--- src/hw/rtl/ppd_pkg.sv ---
// Shared types, constants and decode tables for the poll packet decoder.
package ppd_pkg;

	// Default store depth and limits
	localparam int PACKET_DEPTH_DEF = 16;
	localparam int COUNT_W          = 9;
	localparam logic [COUNT_W-1:0] COUNT_MAX = 9'd511;
	localparam logic [COUNT_W-1:0] MACRO_LEN = 9'd3;

	// Positions inside a poll packet
	localparam int HDR_POS_LEN   = 1;
	localparam int HDR_POS_MASK  = 2;
	localparam int DATA_POS_FIRST = 3;
	localparam int MASK_BITS     = 8;

	// Configuration port
	localparam int ADDR_W = 5;
	localparam int DATA_W = 32;
	localparam logic [2:0] REG_POLL     = 3'd0;
	localparam logic [2:0] REG_POLL_ACK = 3'd1;
	localparam logic [2:0] REG_MACRO    = 3'd2;
	localparam logic [2:0] REG_PF_POLL  = 3'd3;
	localparam logic [2:0] REG_PF_ACK   = 3'd4;

	// Register reset values
	localparam logic [7:0] POLL_RST     = 8'h5A;
	localparam logic [7:0] POLL_ACK_RST = 8'hC3;
	localparam logic [7:0] MACRO_RST    = 8'h5B;
	localparam logic [7:0] PF_POLL_RST  = 8'hA5;
	localparam logic [7:0] PF_ACK_RST   = 8'h9B;

	typedef struct packed {
		logic [7:0] poll_code;
		logic [7:0] poll_ack_code;
		logic [7:0] macro_poll_code;
		logic [7:0] power_fail_poll_code;
		logic [7:0] power_fail_ack_code;
	} cfg_t;

	// Controller to datapath
	typedef struct packed {
		logic step;      // take the offered byte
		logic rd_first;  // read first data byte
		logic advance;   // event taken, read the next one
		logic show_ack;
		logic show_evt;
	} cmd_t;

	// Datapath to controller
	typedef struct packed {
		logic ack;   // offered byte is answered with an ack
		logic evt;   // offered byte completes a packet with events
		logic last;  // current event is the final one
	} status_t;

	// Inverse house / unit table
	function automatic logic [3:0] inv_house(input logic [3:0] nib);
		logic [3:0] r;
		case (nib)
			4'd0:    r = 4'd12;
			4'd1:    r = 4'd4;
			4'd2:    r = 4'd2;
			4'd3:    r = 4'd10;
			4'd4:    r = 4'd14;
			4'd5:    r = 4'd6;
			4'd6:    r = 4'd0;
			4'd7:    r = 4'd8;
			4'd8:    r = 4'd13;
			4'd9:    r = 4'd5;
			4'd10:   r = 4'd3;
			4'd11:   r = 4'd11;
			4'd12:   r = 4'd15;
			4'd13:   r = 4'd7;
			4'd14:   r = 4'd1;
			default: r = 4'd9;
		endcase
		return r;
	endfunction

	// Inverse function table
	function automatic logic [3:0] inv_func(input logic [3:0] nib);
		logic [3:0] r;
		case (nib)
			4'd9:    r = 4'd15;
			4'd11:   r = 4'd9;
			4'd12:   r = 4'd11;
			4'd13:   r = 4'd12;
			4'd14:   r = 4'd13;
			4'd15:   r = 4'd14;
			default: r = nib;
		endcase
		return r;
	endfunction

endpackage

--- src/hw/rtl/ppd_ram.sv ---
// Single-port-write, single-port-read RAM with registered read data.
module ppd_ram #(
	parameter int WIDTH = 8,
	parameter int DEPTH = 16
) (
	input  logic                     clk,
	input  logic                     we,
	input  logic [$clog2(DEPTH)-1:0] waddr,
	input  logic [WIDTH-1:0]         wdata,
	input  logic                     re,
	input  logic [$clog2(DEPTH)-1:0] raddr,
	output logic [WIDTH-1:0]         rdata
);

	logic [WIDTH-1:0] mem_q [DEPTH];
	logic [WIDTH-1:0] rdata_q;

	always_ff @(posedge clk) begin
		if (we) begin
			mem_q[waddr] <= wdata;
		end
		if (re) begin
			rdata_q <= mem_q[raddr];
		end
	end

	assign rdata = rdata_q;

endmodule

--- src/hw/rtl/ppd_datapath.sv ---
// Byte counter, packet header, packet store and event decode.
module ppd_datapath #(
	parameter int PACKET_DEPTH = ppd_pkg::PACKET_DEPTH_DEF
) (
	input  logic             clk,
	input  logic             arst_n,
	input  ppd_pkg::cfg_t    cfg,
	input  ppd_pkg::cmd_t    cmd,
	output ppd_pkg::status_t st,
	input  logic [7:0]       rx_byte,
	output logic             out_kind,
	output logic [7:0]       tx_byte,
	output logic [3:0]       house_index,
	output logic             is_function,
	output logic [3:0]       code_index,
	output logic             last
);

	localparam int AW = $clog2(PACKET_DEPTH);
	localparam int CW = ppd_pkg::COUNT_W;

	logic [CW-1:0] count_q;
	logic          macro_q;
	logic [7:0]    hdr0_q;
	logic [7:0]    len_q;
	logic [7:0]    mask_q;
	logic [7:0]    ack_q;
	logic [AW-1:0] pos_q;
	logic [AW-1:0] last_pos_q;

	logic          hit_poll, hit_macro, hit_pf;
	logic [CW-1:0] base;
	logic          in_store;
	logic [CW-1:0] cnt1;
	logic          macro_nx;
	logic [7:0]    len_eff;
	logic          done;
	logic [3:0]    nib;
	logic [AW:0]   lp_full;
	logic [AW:0]   lp;
	logic          ram_re;
	logic [AW-1:0] ram_raddr;
	logic [7:0]    rdata;
	logic [AW-1:0] idx;
	logic          isf;
	logic [3:0]    house;
	logic [3:0]    code;

	// Poll code match, with priority poll > macro > power fail
	always_comb begin
		hit_poll  = (rx_byte == cfg.poll_code);
		hit_macro = !hit_poll && (rx_byte == cfg.macro_poll_code);
		hit_pf    = !hit_poll && !hit_macro && (rx_byte == cfg.power_fail_poll_code);
	end

	// Count after this byte, and packet completion check
	always_comb begin
		base     = (hit_poll || hit_macro || hit_pf) ? '0 : count_q;
		in_store = (base < CW'(PACKET_DEPTH));
		cnt1     = (base < ppd_pkg::COUNT_MAX) ? base + 9'd1 : base;
		macro_nx = macro_q || hit_macro;
		len_eff  = (base == CW'(ppd_pkg::HDR_POS_LEN)) ? rx_byte : len_q;
		done     = !macro_nx && (cnt1 > 9'd1) && (hdr0_q == cfg.poll_code) &&
		           ({1'b0, cnt1} >= ({2'b00, len_eff} + 10'd2));
		nib      = len_eff[3:0];
		lp_full  = (AW+1)'(nib) + (AW+1)'(1);
		lp       = (lp_full > (AW+1)'(PACKET_DEPTH - 1)) ? (AW+1)'(PACKET_DEPTH - 1) : lp_full;
	end

	assign st.ack  = hit_poll || hit_pf;
	assign st.evt  = done && (nib >= 4'd2);
	assign st.last = (pos_q == last_pos_q);

	// Counter and macro mode
	always_ff @(posedge clk or negedge arst_n) begin
		if (!arst_n) begin
			count_q <= '0;
			macro_q <= 1'b0;
		end else if (cmd.step) begin
			if (macro_nx) begin
				count_q <= (cnt1 == ppd_pkg::MACRO_LEN) ? '0 : cnt1;
				macro_q <= (cnt1 != ppd_pkg::MACRO_LEN);
			end else begin
				count_q <= done ? '0 : cnt1;
				macro_q <= 1'b0;
			end
		end
	end

	// Header copies, ack byte and event walk position
	always_ff @(posedge clk) begin
		if (cmd.step) begin
			if (base == '0) begin
				hdr0_q <= rx_byte;
			end
			if (base == CW'(ppd_pkg::HDR_POS_LEN)) begin
				len_q <= rx_byte;
			end
			if (base == CW'(ppd_pkg::HDR_POS_MASK)) begin
				mask_q <= rx_byte;
			end
			ack_q <= hit_poll ? cfg.poll_ack_code : cfg.power_fail_ack_code;
			if (st.evt) begin
				pos_q      <= AW'(ppd_pkg::DATA_POS_FIRST);
				last_pos_q <= lp[AW-1:0];
			end
		end else if (cmd.advance) begin
			pos_q <= pos_q + AW'(1);
		end
	end

	// Packet store
	assign ram_re    = cmd.rd_first || cmd.advance;
	assign ram_raddr = cmd.advance ? pos_q + AW'(1) : pos_q;

	ppd_ram #(
		.WIDTH(8),
		.DEPTH(PACKET_DEPTH)
	) u_store (
		.clk   (clk),
		.we    (cmd.step && in_store),
		.waddr (base[AW-1:0]),
		.wdata (rx_byte),
		.re    (ram_re),
		.raddr (ram_raddr),
		.rdata (rdata)
	);

	// Event decode from the byte just read
	always_comb begin
		idx   = pos_q - AW'(ppd_pkg::DATA_POS_FIRST);
		isf   = (idx < AW'(ppd_pkg::MASK_BITS)) ? mask_q[idx[2:0]] : 1'b0;
		house = ppd_pkg::inv_house(rdata[7:4]);
		code  = isf ? ppd_pkg::inv_func(rdata[3:0]) : ppd_pkg::inv_house(rdata[3:0]);
	end

	// Result fields
	always_comb begin
		out_kind    = cmd.show_evt;
		tx_byte     = cmd.show_ack ? ack_q : 8'd0;
		house_index = cmd.show_evt ? house : 4'd0;
		is_function = cmd.show_evt ? isf : 1'b0;
		code_index  = cmd.show_evt ? code : 4'd0;
		last        = cmd.show_ack || (cmd.show_evt && st.last);
	end

endmodule

--- src/hw/rtl/ppd_ctrl.sv ---
// Request sequencing: take a byte, then present its ack or walk its events.
module ppd_ctrl (
	input  logic             clk,
	input  logic             arst_n,
	input  logic             rx_valid,
	output logic             rx_ready,
	output logic             out_valid,
	input  logic             out_ready,
	input  ppd_pkg::status_t st,
	output ppd_pkg::cmd_t    cmd
);

	typedef enum logic [3:0] {
		ST_IDLE = 4'b0001,
		ST_ACK  = 4'b0010,
		ST_RD   = 4'b0100,
		ST_EVT  = 4'b1000
	} state_t;

	state_t state_q, state_d;

	// Next state and commands
	always_comb begin
		state_d   = state_q;
		cmd       = '0;
		rx_ready  = 1'b0;
		out_valid = 1'b0;
		case (state_q)
			ST_IDLE: begin
				rx_ready = 1'b1;
				if (rx_valid) begin
					cmd.step = 1'b1;
					if (st.ack) begin
						state_d = ST_ACK;
					end else if (st.evt) begin
						state_d = ST_RD;
					end
				end
			end
			ST_ACK: begin
				out_valid    = 1'b1;
				cmd.show_ack = 1'b1;
				if (out_ready) begin
					state_d = ST_IDLE;
				end
			end
			ST_RD: begin
				cmd.rd_first = 1'b1;
				state_d      = ST_EVT;
			end
			ST_EVT: begin
				out_valid    = 1'b1;
				cmd.show_evt = 1'b1;
				if (out_ready) begin
					if (st.last) begin
						state_d = ST_IDLE;
					end else begin
						cmd.advance = 1'b1;
					end
				end
			end
			default: begin
				state_d = ST_IDLE;
			end
		endcase
	end

	always_ff @(posedge clk or negedge arst_n) begin
		if (!arst_n) begin
			state_q <= ST_IDLE;
		end else begin
			state_q <= state_d;
		end
	end

endmodule

--- src/hw/rtl/powerline_poll_packet_decoder_unit.sv ---
// Channel   | Handshake             | Request payload
// ----------+-----------------------+-------------------------------------------------
// rx        | rx_valid / rx_ready   | rx_byte
// out       | out_valid / out_ready | out_kind, tx_byte, house_index, is_function,
//           |                       | code_index, last
// cfg       | psel/penable/pready   | paddr, pwrite, pwdata, prdata
//
// A poll byte shows its ack on the next cycle. A byte that completes a packet
// with events first passes through a store read state, then gives one event per
// cycle while out_ready is high; the single read port of the packet store sets
// that pace. Reset clears the count, macro mode and the controller; the store is
// not cleared. rx_ready is low while any result of the previous byte is pending,
// and out_ready low holds the result.
module powerline_poll_packet_decoder_unit #(
	parameter int PACKET_DEPTH = ppd_pkg::PACKET_DEPTH_DEF
) (
	input  logic                       clk,
	input  logic                       arst_n,
	input  logic                       psel,
	input  logic                       penable,
	input  logic                       pwrite,
	input  logic [ppd_pkg::ADDR_W-1:0] paddr,
	input  logic [ppd_pkg::DATA_W-1:0] pwdata,
	output logic [ppd_pkg::DATA_W-1:0] prdata,
	output logic                       pready,
	input  logic                       rx_valid,
	output logic                       rx_ready,
	input  logic [7:0]                 rx_byte,
	output logic                       out_valid,
	input  logic                       out_ready,
	output logic                       out_kind,
	output logic [7:0]                 tx_byte,
	output logic [3:0]                 house_index,
	output logic                       is_function,
	output logic [3:0]                 code_index,
	output logic                       last
);

	ppd_pkg::cfg_t    cfg_q;
	ppd_pkg::cmd_t    cmd;
	ppd_pkg::status_t st;
	logic             wr_en;
	logic [7:0]       rd_val;

	assign pready = 1'b1;
	assign wr_en  = psel && penable && pwrite && pready;

	// Code registers
	always_ff @(posedge clk or negedge arst_n) begin
		if (!arst_n) begin
			cfg_q.poll_code            <= ppd_pkg::POLL_RST;
			cfg_q.poll_ack_code        <= ppd_pkg::POLL_ACK_RST;
			cfg_q.macro_poll_code      <= ppd_pkg::MACRO_RST;
			cfg_q.power_fail_poll_code <= ppd_pkg::PF_POLL_RST;
			cfg_q.power_fail_ack_code  <= ppd_pkg::PF_ACK_RST;
		end else if (wr_en) begin
			case (paddr[4:2])
				ppd_pkg::REG_POLL:     cfg_q.poll_code            <= pwdata[7:0];
				ppd_pkg::REG_POLL_ACK: cfg_q.poll_ack_code        <= pwdata[7:0];
				ppd_pkg::REG_MACRO:    cfg_q.macro_poll_code      <= pwdata[7:0];
				ppd_pkg::REG_PF_POLL:  cfg_q.power_fail_poll_code <= pwdata[7:0];
				ppd_pkg::REG_PF_ACK:   cfg_q.power_fail_ack_code  <= pwdata[7:0];
				default: begin
				end
			endcase
		end
	end

	// Register readback
	always_comb begin
		case (paddr[4:2])
			ppd_pkg::REG_POLL:     rd_val = cfg_q.poll_code;
			ppd_pkg::REG_POLL_ACK: rd_val = cfg_q.poll_ack_code;
			ppd_pkg::REG_MACRO:    rd_val = cfg_q.macro_poll_code;
			ppd_pkg::REG_PF_POLL:  rd_val = cfg_q.power_fail_poll_code;
			ppd_pkg::REG_PF_ACK:   rd_val = cfg_q.power_fail_ack_code;
			default:               rd_val = 8'd0;
		endcase
		prdata = {{(ppd_pkg::DATA_W-8){1'b0}}, rd_val};
	end

	ppd_ctrl u_ctrl (
		.clk       (clk),
		.arst_n    (arst_n),
		.rx_valid  (rx_valid),
		.rx_ready  (rx_ready),
		.out_valid (out_valid),
		.out_ready (out_ready),
		.st        (st),
		.cmd       (cmd)
	);

	ppd_datapath #(
		.PACKET_DEPTH(PACKET_DEPTH)
	) u_dp (
		.clk         (clk),
		.arst_n      (arst_n),
		.cfg         (cfg_q),
		.cmd         (cmd),
		.st          (st),
		.rx_byte     (rx_byte),
		.out_kind    (out_kind),
		.tx_byte     (tx_byte),
		.house_index (house_index),
		.is_function (is_function),
		.code_index  (code_index),
		.last        (last)
	);

	// An ack is always a single, final request
	assert property (@(posedge clk) disable iff (!arst_n)
		out_valid && !out_kind |-> last)
		else $error("ack request without last");

	// One byte at a time: no new byte while a result is pending
	assert property (@(posedge clk) disable iff (!arst_n)
		!(rx_ready && out_valid))
		else $error("input open while a result is pending");

	// After the final result is taken the block is ready again
	assert property (@(posedge clk) disable iff (!arst_n)
		out_valid && out_ready && last |=> rx_ready)
		else $error("not ready after final result");

	// An event walk never restarts on its own: an event follows an event or a read
	assert property (@(posedge clk) disable iff (!arst_n)
		out_valid && out_kind && !$past(out_valid && out_kind) |-> $past(!rx_ready && !out_valid))
		else $error("event shown without store read");

endmodule
--- config.mk ---
export PLATFORM = sky130hd
export DESIGN_NAME = powerline_poll_packet_decoder_unit
export DESIGN_NICKNAME = d
export VERILOG_FILES = /design/src/hw/rtl/ppd_pkg.sv /design/src/hw/rtl/ppd_ram.sv /design/src/hw/rtl/ppd_datapath.sv /design/src/hw/rtl/ppd_ctrl.sv /design/src/hw/rtl/powerline_poll_packet_decoder_unit.sv
export SDC_FILE = /design/constraint.sdc
export NUM_CORES = 1
export LEC_CHECK = 0
export BUFFER_PORTS_ARGS = -buffer_cell sky130_fd_sc_hd__buf_2
export CAP_MARGIN = 20
export CORE_MARGIN = 2
export CORE_UTILIZATION = 55
export CTS_CLUSTER_DIAMETER = 40
export DETAILED_ROUTE_END_ITERATION = 7
export PLACE_DENSITY = 0.79
export REMOVE_ABC_BUFFERS = 1
export SYNTH_ARGS = -nofsm -noshare
export SYNTH_HDL_FRONTEND = slang
export SYNTH_SLANG_ARGS = --single-unit
--- constraint.sdc ---
create_clock -name clk -period 5.4 [get_ports clk]
set_input_delay 0.27 -clock clk [delete_from_list [all_inputs] [get_ports clk]]
set_output_delay 0.27 -clock clk [all_outputs]
set_load 0.01 [all_outputs]
* Word level (Yosys, flattened, before mapping)
Memory sizes are Yosys's and may differ from the RTL's. A register that Yosys moved wholly into a read port is not among the register bits.
Index checks and enable logic that the tools add are counted.
** Storage, ports and cells
- Input port bits :: 52
- Logic and storage cells :: 131
- Register bits after elaboration :: 94
- ROM bits :: 128
- Bits in writable memories :: 128
- Memories :: 3
** Operators by class
- Add/subtract/negate cells :: 5
- Multiplexer cells :: 40
- Reduce and logical (&&, ||, !) cells :: 32
- $lt $le $gt $ge :: 8
- Equality and inequality tests :: 29
** Memories
- u_dp.u_store.mem_q :: words 16, width 8, rd ports 1, clocked after Yosys merged registers in 1, wr ports 1, line ppd_ram.sv:15 : logic [WIDTH-1:0] mem_q [DEPTH];
- (name not given) :: words 16, width 4, rd ports 1, clocked after Yosys merged registers in 0, wr ports 0, line ppd_pkg.sv:59 : case (nib)
- (name not given) :: words 16, width 4, rd ports 1, clocked after Yosys merged registers in 0, wr ports 0, line ppd_pkg.sv:59
** Operators by type and width (number)
- 4-bit 2-to-1 mux :: 12
- 9-bit 2-to-1 mux :: 5
- 8-bit one-hot mux with 5 select lines :: 1
- 8-bit equality test :: 4
- 4-bit equality test (second input constant) :: 7
- 8-bit 2-to-1 mux :: 3
- 4-bit one-hot mux with 6 select lines :: 1
- 9-bit by 2-bit equality test with 1-bit output (second input constant) :: 2
- 1-bit 2-to-1 mux :: 16
- 4-bit one-hot mux with 4 select lines :: 1
- 2-bit AND reduction :: 8
- 1-bit logical AND :: 11
- 9-bit by 10-bit >= comparator with 1-bit output :: 1
- 8-bit by 2-bit adder with 9-bit output (second input constant) :: 1
- 9-bit by 1-bit adder with 9-bit output (second input constant) :: 1
- 9-bit by 1-bit equality test with 1-bit output (second input constant) :: 1
- 9-bit by 1-bit greater-than comparator with 1-bit output (second input constant) :: 1
- 9-bit zero test :: 1
- 9-bit by 5-bit < comparator with 1-bit output (second input constant) :: 1
- 9-bit < comparator (second input constant) :: 1
- 9-bit by 2-bit != test with 1-bit output (second input constant) :: 1
- 2-bit != test (second input constant) :: 4
- 3-bit by 2-bit equality test with 1-bit output (second input constant) :: 2
- 1-bit logical OR :: 6
- other kinds (20) :: 22

* Logic depth before layout (Yosys ltp)
- Depth after elaboration :: 19
- Depth in mapped cells :: 22

* Cells and area by module
A second synthesis with hierarchy kept.
** Unflattened totals
- Cells, all modules :: 796
- Area total of the unflattened synthesis :: 11491.0 um^2
** By module, submodules not included
- ppd_ram :: cells an instance 229, times used 1, area each 5227.5 um^2
- ppd_datapath :: cells an instance 383, times used 1, area each 3847.4 um^2
- powerline_poll_packet_decoder_unit :: cells an instance 158, times used 1, area each 2145.8 um^2
- ppd_ctrl :: cells an instance 26, times used 1, area each 270.3 um^2

* Worst setup path after synthesis
OpenSTA, ideal clock, no wires.
- Kind :: register to register
- Start point :: register cfg_q[33] (netlist name)
- End point :: register u_dp.last_pos_q[0] (enable)
- Period minus slack after synthesis :: 4.361 ns
- Required time :: 5.094 ns
- Arrival time :: 4.055 ns
- Path buffers :: 2
- Path slack :: 1.039 ns
- Setup time :: 0.306 ns
- Cell stages (with the launch flop) :: 21
- Cells stage by stage :: dfstp_2 > xor2_1 > nor4_1 > nand2_1 > and3_1 > clkbuf_1 > nand2_1 > inv_1 > ha_1 > o21ai_2 > buf_2 > nand4_1 > a21oi_1 > xnor2_1 > ha_1 > nor3_1 > nor4_1 > o2111ai_1 > nor3b_1 > nand4_1 > inv_1
** Between the ends
- Cells in the longest elaborated chain, start to end :: 16
- Elaborated cells on any way between the ends :: 26
- Classes of those cells :: 2 x add/sub; 4 x order compare; 3 x eq/ne; 3 x mux; 14 x reduce/logical
** Ends and longest elaborated chain
- from (decl) :: line powerline_poll_packet_decoder_unit.sv:39 : ppd_pkg::cfg_t cfg_q;
- parallel branches: the longest is 14 deep, another holds 9-bit by 10-bit >= comparator with 1-bit output
- 1-bit logical AND (*) :: line ppd_datapath.sv:71 : assign st.evt = done && (nib >= 4'd2);
- 2-bit AND reduction (no source line) (*)
- to (signal assigned) :: line ppd_datapath.sv:105 : last_pos_q <= lp[AW-1:0];
- to (decl) :: line ppd_datapath.sv:29 : logic [AW-1:0] last_pos_q;
Every way passes the cells marked *.
A chain may end at the register's enable or synchronous reset.

* Final worst setup path
- Start point :: register cfg_q[17] (netlist name)
- End point :: register u_dp.last_pos_q[1] (enable)
** Between the ends
- Elaborated cells on any way between the ends :: 24
- Classes of those cells :: 2 x add/sub; 4 x order compare; 2 x eq/ne; 3 x mux; 13 x reduce/logical
** RTL lines
- 8-bit equality test (*) :: line ppd_datapath.sv:52 : hit_macro = !hit_poll && (rx_byte == cfg.macro_poll_code);
- 1-bit logical AND (*) :: line ppd_datapath.sv:52
- 1-bit zero test :: line ppd_datapath.sv:53 : hit_pf = !hit_poll && !hit_macro && (rx_byte == cfg.power_fail_poll_code);
- 1-bit logical AND (2 in a row) :: line ppd_datapath.sv:53
- 1-bit logical OR (*) :: line ppd_datapath.sv:58 : base = (hit_poll || hit_macro || hit_pf) ? '0 : count_q;
- 9-bit 2-to-1 mux (*) :: line ppd_datapath.sv:58
- 9-bit by 1-bit equality test with 1-bit output (*) :: line ppd_datapath.sv:62 : len_eff = (base == CW'(ppd_pkg::HDR_POS_LEN)) ? rx_byte : len_q;
- 8-bit 2-to-1 mux (*)
- net u_dp.len_eff[4] :: line ppd_datapath.sv:36 : logic [7:0] len_eff;
- 8-bit by 2-bit adder with 9-bit output (*) :: line ppd_datapath.sv:64 : ({1'b0, cnt1} >= ({2'b00, len_eff} + 10'd2));
- 9-bit by 10-bit >= comparator with 1-bit output (*) :: line ppd_datapath.sv:64
- 1-bit logical AND (*) :: line ppd_datapath.sv:63 : done = !macro_nx && (cnt1 > 9'd1) && (hdr0_q == cfg.poll_code) &&
- 1-bit logical AND (*) :: line ppd_datapath.sv:71
- 2-bit AND reduction (no source line) (*)
Mark *: on every way through the listed nets, which the timed path passes. The rest lies on a longest branch.

==> impl_metrics.env <==
export IMPL_outcome="complete, no violations"
export IMPL_syn_area_um2=11450
export IMPL_hpwl_mm=18.37
export IMPL_fmax_ghz=0.2027
export IMPL_power_density_nw_per_um2=408.7
export IMPL_clock_sinks=230
export IMPL_ir_drop_mv=0.3972
export IMPL_worst_setup_path_end_kind="flip-flop"
export IMPL_hp_class="in -> reg"
export IMPL_io_pins=106
export IMPL_dpl_cell_count=1199
export IMPL_async_flop_share_pct=23.48
export IMPL_firstDrtPassIters=5
export IMPL_num_antenna_cells=0
export IMPL_power_leakage_nw=5.097
export IMPL_port_buffers=54
export IMPL_synth_cells=902
export IMPL_path_class="reg -> reg"
export IMPL_hold_viol_final=0
export IMPL_grt_max_degree=55
export IMPL_grt_pass1_vias=7477
export IMPL_numCtsBuffers=30
export IMPL_dieArea_um2=21990
export IMPL_antenna_found_initial=0
export IMPL_ys_types=67
export IMPL_die_height_um=148.3
export IMPL_synth_top_cells_by_area="edfxtp_1, dfrtp_1, mux2_2, dfstp_2, nand2_1"
export IMPL_start_util_pct=56.24
export IMPL_drcViolationCount=0
export IMPL_clk_latency_ns=0.55
export IMPL_yosys_warnings=0
export IMPL_synth_avg_cell_area_um2=12.70
export IMPL_slew_headroom_pct=39.00
export IMPL_synth_largest_area_cell="edfxtp_1"
export IMPL_skew_ns=0.01155
export IMPL_drv_cap=0
export IMPL_ys_ff_latch=230
export IMPL_path_clk_slew_ns=0.05
export IMPL_grt_pass1_wl_mm=41.60
export IMPL_vias=7834
export IMPL_place_congestion=0.8540
export IMPL_area_growth_pct=13.56
export IMPL_required_ns=5.65
export IMPL_finalSetupTns_ns=0
export IMPL_drive_gt1_share_pct=23.31
export IMPL_postRouteAntennaNets=0
export IMPL_worst_pin_slew_ns=0.9080
export IMPL_netlist_area_leader_share_pct=46.15
export IMPL_startpoint_type="flip-flop"
export IMPL_core_area_um2=20360
export IMPL_fin_crit_ns=4.934
export IMPL_place_ws_ns=0.4632
export IMPL_grt_usage_pct=24.44
export IMPL_synth_most_common_cell="edfxtp_1"
export IMPL_final_nets=1043
export IMPL_postCtsSetupRepairBufs=0
export IMPL_row_count=52
export IMPL_routed_wl_mm=27.07
export IMPL_layout_setup_ws_ns=0.4658
export IMPL_setup_viol=0
export IMPL_synth_edf_count=176
export IMPL_avgViaCountPerCell=6.213
export IMPL_hold_ws_ns=0.03054
export IMPL_r2r_slack_ns=0.47
export IMPL_cts_tree="done"
export IMPL_post_dp_cell_area_um2=11890
export IMPL_htree_levels=1
export IMPL_wl_per_cell_um=21.47
export IMPL_cp_data_arrival_time_ns=5.18
export IMPL_synthTopCellsByCount="edfxtp_1, nand2_1, mux2_2, nor2_1, xor2_1"
export IMPL_clock_tree_root_cell="clkbuf_16"
export IMPL_chipWidth_um=148.3
export IMPL_fin_cells=1261
export IMPL_rsz0062_at_grt="false"
export IMPL_fin_crit_sh_pct=91.37
export IMPL_yosysSeqAreaShare_pct=58.20
export IMPL_synthFlopType="edfxtp_1"
export IMPL_stdcell_area_um2=13010
export IMPL_first_iter_violations=732
export IMPL_grt_overflow_total=0
export IMPL_drv_slew=0
export IMPL_clk_path_buf_depth=3
export IMPL_crit_fanout=16
sequential cells by signal, summed over array words and instances, names as in the netlist:
| signal | cells |
|---|---|
| u_dp.macro_q | 1 |
| u_dp.len_q | 8 |
| u_dp.mask_q | 8 |
| u_dp.count_q | 9 |
| u_dp.ack_q | 8 |
| u_dp.pos_q | 4 |
| u_dp.hdr0_q | 8 |
| cfg_q | 40 |
| u_dp.u_store.mem_q | 128 |
| u_ctrl.state_q | 4 |
| u_dp.last_pos_q | 4 |
| u_dp.u_store.rdata | 8 |
final cells by class:
class                           instances  area, µm²
Fill cell                            1509       7360
Inverter                               19      73.82
Clock buffer                           36      794.5
Multi-Input combinational cell        607       4412
Timing Repair Buffer                   79      469.2
Clock inverter                         20      252.7
Tap cell                              270      337.8
Sequential cell                       230       6665
metrics by stage:
stage	util [%]	total power, mW
final	63.86	5.315
after global routing	63.86	5.519
after detailed placement	58.40	3.261
after global placement	58.40	3.205
after floorplan	-	2.941
after CTS	63.65	5.312
worst paths after layout:
check                      depth (start not counted)                  to    startpoint
setup / recovery                                  18  u_dp.last_pos_q[1]     cfg_q[17]
hold / removal                                     2            cfg_q[6]     pwdata[6]
setup reg to reg                                  18  u_dp.last_pos_q[1]     cfg_q[17]
hold reg to reg                                    1        u_dp.macro_q  u_dp.macro_q
max in group asynchronous                          3            cfg_q[9]        arst_n
min in group asynchronous                          3           cfg_q[26]        arst_n
report_power, final:
| group | switching [mW] | internal, mW | total, mW |
|---|---|---|---|
| clock network | 0.763 | 1.29 | 2.06 |
| logic | 0.563 | 0.372 | 0.935 |
| registers | 0.148 | 2.18 | 2.32 |
| total | 1.47 | 3.84 | 5.32 |
per-layer routing:
metal	part of all wire, %	track usage [%]	wire [µm]	vias to the layer above
li1	-	-	-	3534
met1	41	33.60	11230	3878
met2	49	41.69	13390	381
met5	0	0	0	-
met3	7.3	2.945	1964	41
met4	1.8	6.381	490	0
logic make-up after synthesis:
| logic type | Yosys count | share of synthesized area [%] |
|---|---|---|
| fa+ha+maj | 24 | 2.622 |
| buf+inv | 88 | 4.097 |
| xor+xnor | 49 | 4.239 |
| simple gates | 250 | 10.98 |
| mux | 95 | 9.472 |
| other cells | 2 | 0.06558 |
| compound gates | 164 | 10.32 |
| flops | 230 | 58.20 |
placed cells by master, fill, tap and decap left out, drive strengths merged, types with 5 or more instances in the layout:
cell type  count
conb          25
a22o          13
o22ai         33
edfxtp       176
mux2          67
a21oi         20
mux2i         24
nand4          5
nor2          38
a32oi          7
a22oi         14
nor4          11
ha            24
a41o           7
and2          24
nor3          17
o21ai         21
dfstp         23
o221ai        21
clkbuf        36
bufinv         5
and3          15
inv           19
clkinv        11
dfrtp         31
nand2b         6
nand2         85
buf           77
xor2          36
xnor2         13
nand3         27
critical path: stages, from the launching register on:
cell	delay (ns)
dfstp_2	0.55
xor2_1	0.08
nor4_1	0.54
nand2_1	0.20
and3_1	0.28
nand2_1	0.19
inv_1	0.10
ha_1	0.29
o21ai_4	0.25
mux2_2	0.42
xor2_1	0.17
ha_1	0.32
o211ai_1	0.09
o21ai_0	0.30
a31oi_1	0.14
nor3b_1	0.20
buf_4	0.18
nand4_1	0.15
inv_1	0.19
what timing repair did:
item,4_1_cts,5_1_grt
resized for setup,0,1
hold buffers,2,0
setup endpoints to repair,0,4
hold endpoints to repair,32,0
(Power assumes the default switching activity.)
